`src/design/ssa_store.sv`:
```
// ----------------------------------------------------------------------------
// ssa_store
// Stripe entry memory: one row per stripe index holding every lane, with a
// registered read port, a write port and per-row valid bits so that a clear
// takes effect at once.
// ----------------------------------------------------------------------------
`default_nettype none

module ssa_store #(
  parameter int DEPTH = 32,
  parameter int WIDTH = 128,
  parameter int AW    = $clog2(DEPTH)
) (
  input  wire logic             clk,
  input  wire logic             rst_n,
  input  wire logic             clear,
  input  wire logic             rd_en,
  input  wire logic [AW-1:0]    rd_addr,
  output logic      [WIDTH-1:0] rd_data,
  input  wire logic             wr_en,
  input  wire logic [AW-1:0]    wr_addr,
  input  wire logic [WIDTH-1:0] wr_data
);

  logic [WIDTH-1:0] mem [DEPTH];
  logic [DEPTH-1:0] valid_r;
  logic [WIDTH-1:0] rd_data_r;
  logic             rd_valid_r;

  always_ff @(posedge clk) begin
    if (wr_en) begin
      mem[wr_addr] <= wr_data;
    end
    if (rd_en) begin
      rd_data_r  <= mem[rd_addr];
      rd_valid_r <= valid_r[rd_addr];
    end
  end

  always_ff @(posedge clk) begin
    if (!rst_n || clear) begin
      valid_r <= '0;
    end else if (wr_en) begin
      valid_r[wr_addr] <= 1'b1;
    end
  end

  // A row never written since the last clear reads as zero.
  assign rd_data = rd_valid_r ? rd_data_r : '0;

endmodule

`default_nettype wire

```
`config.mk`:
```
export PLATFORM = sky130hd
export DESIGN_NAME = ssa_store
export DESIGN_NICKNAME = d
export VERILOG_FILES = /design/src/design/ssa_store.sv
export SDC_FILE = /design/constraint.sdc
export NUM_CORES = 2
export LEC_CHECK = 0
export BUFFER_PORTS_ARGS = -buffer_cell sky130_fd_sc_hd__buf_4
export CORE_AREA = 2 2 730 732
export CTS_CLUSTER_DIAMETER = 120
export DETAILED_ROUTE_END_ITERATION = 8
export DIE_AREA = 0 0 732 734
export HOLD_SLACK_MARGIN = 0.02
export MAX_ROUTING_LAYER = met4
export SLEW_MARGIN = 40
export SYNTH_ARGS = -nofsm -noshare
export SYNTH_HDL_FRONTEND = slang
export SYNTH_SLANG_ARGS = --single-unit
```
`constraint.sdc`:
```
create_clock -name clk -period 9.7 [get_ports clk]
set_input_delay 0.485 -clock clk [delete_from_list [all_inputs] [get_ports clk]]
set_output_delay 0.485 -clock clk [all_outputs]
set_load 0.03 [all_outputs]
```
======== Word level (Yosys, flattened, before mapping) ========
Memory sizes are Yosys's and may differ from the RTL's. A register that Yosys moved wholly into a read port is not among the register bits.
Cells that the tools add are included.
word-level totals
  register bits ........................... 33
  RAM bits ................................ 4,096
  input port bits ......................... 143
  output and inout bits ................... 128
  logic and storage cells ................. 17
  memories kept ........................... 1
memories
  name  words  width  rd ports  clocked after memory_dff  wr ports  line  text
  mem   32     128    1         1                         1         25    logic [WIDTH-1:0] mem [DEPTH];
cells by class
  order comparisons ....................... 3
  muxes and demuxes ....................... 7
  bitwise operators ....................... 1
  reductions and logical operators ........ 3
operators by type and width
  operator            count
  $mux 128            1
  $or 32x32->32       1
  $lt 5x6->1 const B  2
  $bmux 1 s5          1
  $demux 1 s5         1
  $ge 5x1->1 const B  1
  $mux 1              4
  $logic_and 1x1->1   1
  $logic_not 1->1     1
  $logic_or 1x1->1    1

======== Longest topological paths before layout ========
  word-level depth ........................ 5
  gate-level depth with buffers ........... 9
  mapped depth without buffers ............ 4

======== Worst setup path after synthesis ========
OpenSTA, ideal clock, no wires.
  path kind ............................... input -> register
  start point ............................. input wr_addr[0]
  end point ............................... memory mem[12][0] (enable)
  setup time .............................. 0.619 ns
  data arrival time ....................... 6.497 ns
  required time ........................... 9.081 ns
  setup slack ............................. 2.584 ns
  stages on the path ...................... 3
  path buffers ............................ 1
  cell sequence ........................... or3b_2 clkbuf_1 nor2_1
RTL lines
  what         line  text
  from (decl)  21    input wire logic [AW-1:0] wr_addr,
  to (decl)    25
No word-level cell before the write port.

==> results.md <==
- Achievable Freq: between 0.2 and 0.3 GHz
- Die Y: 734 µm
- Largest cells by area after synthesis: edfxtp_1 (80%), mux4_2 (14%), o22ai_1 (1.9%)
- Mapped cell area: about 160000 µm²
- Nets: 7399
- Top-area cell type share of the netlist area: 80.1%
- Detailed Route WL: about 420000 µm
- Vias: 75100
- CP Cell Sequence: buf_4 -> nand2b_1 -> or2_4 -> buf_12 -> buf_4 -> o22ai_1 -> nor4_2
- Crit share post-route: between 30% and 40%
- Fraction of layout cells with a size suffix above 1: roughly 28%
- Number of placement rows: 268
- CP required: between 10000 and 15000 ps
- Buf+Inv Stages, Crit Path: 3
- Gr usage total: 15.6%
- Synth async-reset ratio: 0%
- TritonCTS Sinks: between 4000 and 5000
- Num CTS Buffers: between 400 and 500
- YS warnings: 0
- Post-Synthesis Cells: between 6000 and 7000
- First-pass DRT Iterations: 5
- Worst Path Arrival: around 4000 ps
- Top cells by count, synth: edfxtp_1 (4225), mux4_2 (1000), o22ai_1 (484)
- Max Cap Viol: 0
- Root Buffer: clkbuf_16
- Most frequent cell after synthesis: edfxtp_1
- Clock Tree Buf Depth: 4
- Wire per inst: approximately 29 µm
- Post-synth EDFFs: 4225
- Net Count, Synth: about 6800
- Global placement routability congestion: around 0.73
- Post-synthesis cell type count: 28
- Setup violators final: 0
- Peak VDD IR: 0.000164 V
- Clock Latency Late Sink: approximately 980 ps
- Largest net degree at the start of global routing: 98
- Crit Path Max Fanout: between 40 and 50
- Slew HR: around 39%
- Clk_skew: 55.0 ps
- Die X: about 730 µm
- Ports: approximately 270
- Final TNS setup: 0 ps
- Synth area leader: edfxtp_1
- Leakage power: roughly 0.057 µW
- First-pass GRT wire length: a little under 600000 µm
- Final hold violations: 0
- Area of the core: approximately 530000 µm²
- CP Capture Type: flip-flop
- Initial Utilization: 29.9%
- Initial antenna violation count: 95
- Number of global-route vias before repair: 76800
- # Post-CTS Setup Buffers: 0
- IO buf count: 270
- Worst Path Class, Setup: in2reg
- Synth-to-Final Area Change: 17.2%
- Die footprint: approximately 540000 µm²
- Grt total ovfl: 0
- PwrDens: approximately 210 nW/µm²
- CTS tree: built
- Final Max Tran Viols: 0
- Synth Register Bits: about 4300
- Status: finished, final reports clean
- Post-layout min period: about 3400 ps
- Min-Delay Path Class: in2reg
- DR vias/cell: 5.11
- Ys flop type: edfxtp_1
- Max stage delay cell, worst path: buf_4
- RSZ-0062 raised after global routing: no
- Hpwl dp: 226000 µm
- Critical path's most frequent cell: buf_4
- Post-synthesis area per instance: approximately 24 µm²
- Top delay family on crit path: simple AND/OR/NAND/NOR gates
- Least-Margin Pin Slew: 913 ps
- Initial DRC Count: 8373
- Clock-pin slew on the worst setup and hold paths: about 60 ps
- CTS HTree Levels: 5
- Post-CTS Hold Fix Bufs: ~130
- Drc violations: 0
- Post-route ant nets: 0
- CP Launch Type: input port
- Filler cell count: 48200
- Post-synthesis sequential area ratio: 80.6%
- Slowest stage delay, CP: around 700 ps
- Utilization after layout: a little over a third
- Cts repair resizes: 0
cells by family (layout without fill, tap and decap cells):
group / after synthesis / after routing / synth area share, %
AOI/OAI and AO/OA: 564 / 564 / 2.27
buffers and inverters: 371 / 1372 / 1.23
DFF: 4257 / 4257 / 80.6
muxes: 1064 / 1064 / 14.6
other: 0 / 70 / 0
and+or+nand+nor: 360 / 360 / 1.32
final timing paths:
path,startpoint,to,slack (ps),cells past startpoint
setup reg to reg,mem[25][103],rd_data_r[103],7860,3
hold / removal,clear,valid_r[12],140,4
setup / recovery,rd_addr[1],rd_data_r[84],6340,7
hold reg to reg,valid_r[5],valid_r[5],460,1
report_power, final:
part           total [µW]  internal (µW)  switching (µW)
sequential          20600          20500             126
combinational        1920            732            1190
clock               16300           9360            6960
total               38900          30600            8270
placed cells by master, fill, tap and decap left out, drive strengths merged, types with 23 or more instances in the layout:
cell type | synthesis | layout
mux4 | 1000 | 1000
clkinv | 0 | 206
edfxtp | 4225 | 4225
clkbuf | 105 | 500
diode | 0 | 70
dfxtp | 32 | 32
inv | 0 | 23
buf | 266 | 456
o21a | 32 | 32
and2 | 131 | 131
dlygate4sd3 | 0 | 129
nor4 | 121 | 121
a22oi | 32 | 32
mux2i | 64 | 64
bufinv | 0 | 47
nor2 | 38 | 38
o22ai | 484 | 484
per-layer routing:
metal / part of all wire (%) / wire length, µm / global-route usage (%)
met5: 0 / 0 / -
met4: 2.5 / 10400 / 3.60
met3: 8.6 / 35900 / 3.40
met2: 47 / 196000 / 24.0
met1: 42 / 178000 / 21.4
metrics by stage:
step | hold slack (ps) | total power, µW | worst slack (ps) | instances | area (µm²)
floorplan | 435 | 22000 | 2580 | 6616 | 158000
global placement | 441 | 22800 | 4920 | 13700 | 169000
detailed placement | 448 | 22900 | 5320 | 13700 | 170000
CTS | 23.3 | 39200 | 6140 | 14600 | 185000
global route | 71.3 | 40000 | 6110 | 14700 | 186000
finish | 145 | 38900 | 6340 | 14700 | 186000
state kept, by name, summed over array words and instances, names as in the netlist:
| register | flops |
|---|---|
| mem | 4096 |
| valid_r | 32 |
| rd_valid_r | 1 |
| rd_data_r | 128 |
worst min-delay path, cell delays in order:
cell     delay [ps]
buf_4            80
nor2b_2          30
buf_4           230
o21a_1          180
layout make-up:
| class | instances | area (µm²) | area share [%] |
|---|---|---|---|
| Tap cell | 7020 | 8780 | 4.73 |
| Clock buffer | 500 | 11000 | 5.90 |
| Sequential cell | 4257 | 128000 | 68.7 |
| Multi-Input combinational cell | 1988 | 29200 | 15.7 |
| Timing Repair Buffer | 585 | 6020 | 3.25 |
| Clock inverter | 287 | 2920 | 1.58 |
| Antenna cell | 70 | 175 | 0.0944 |
Power figures use the tool's default switching activity.
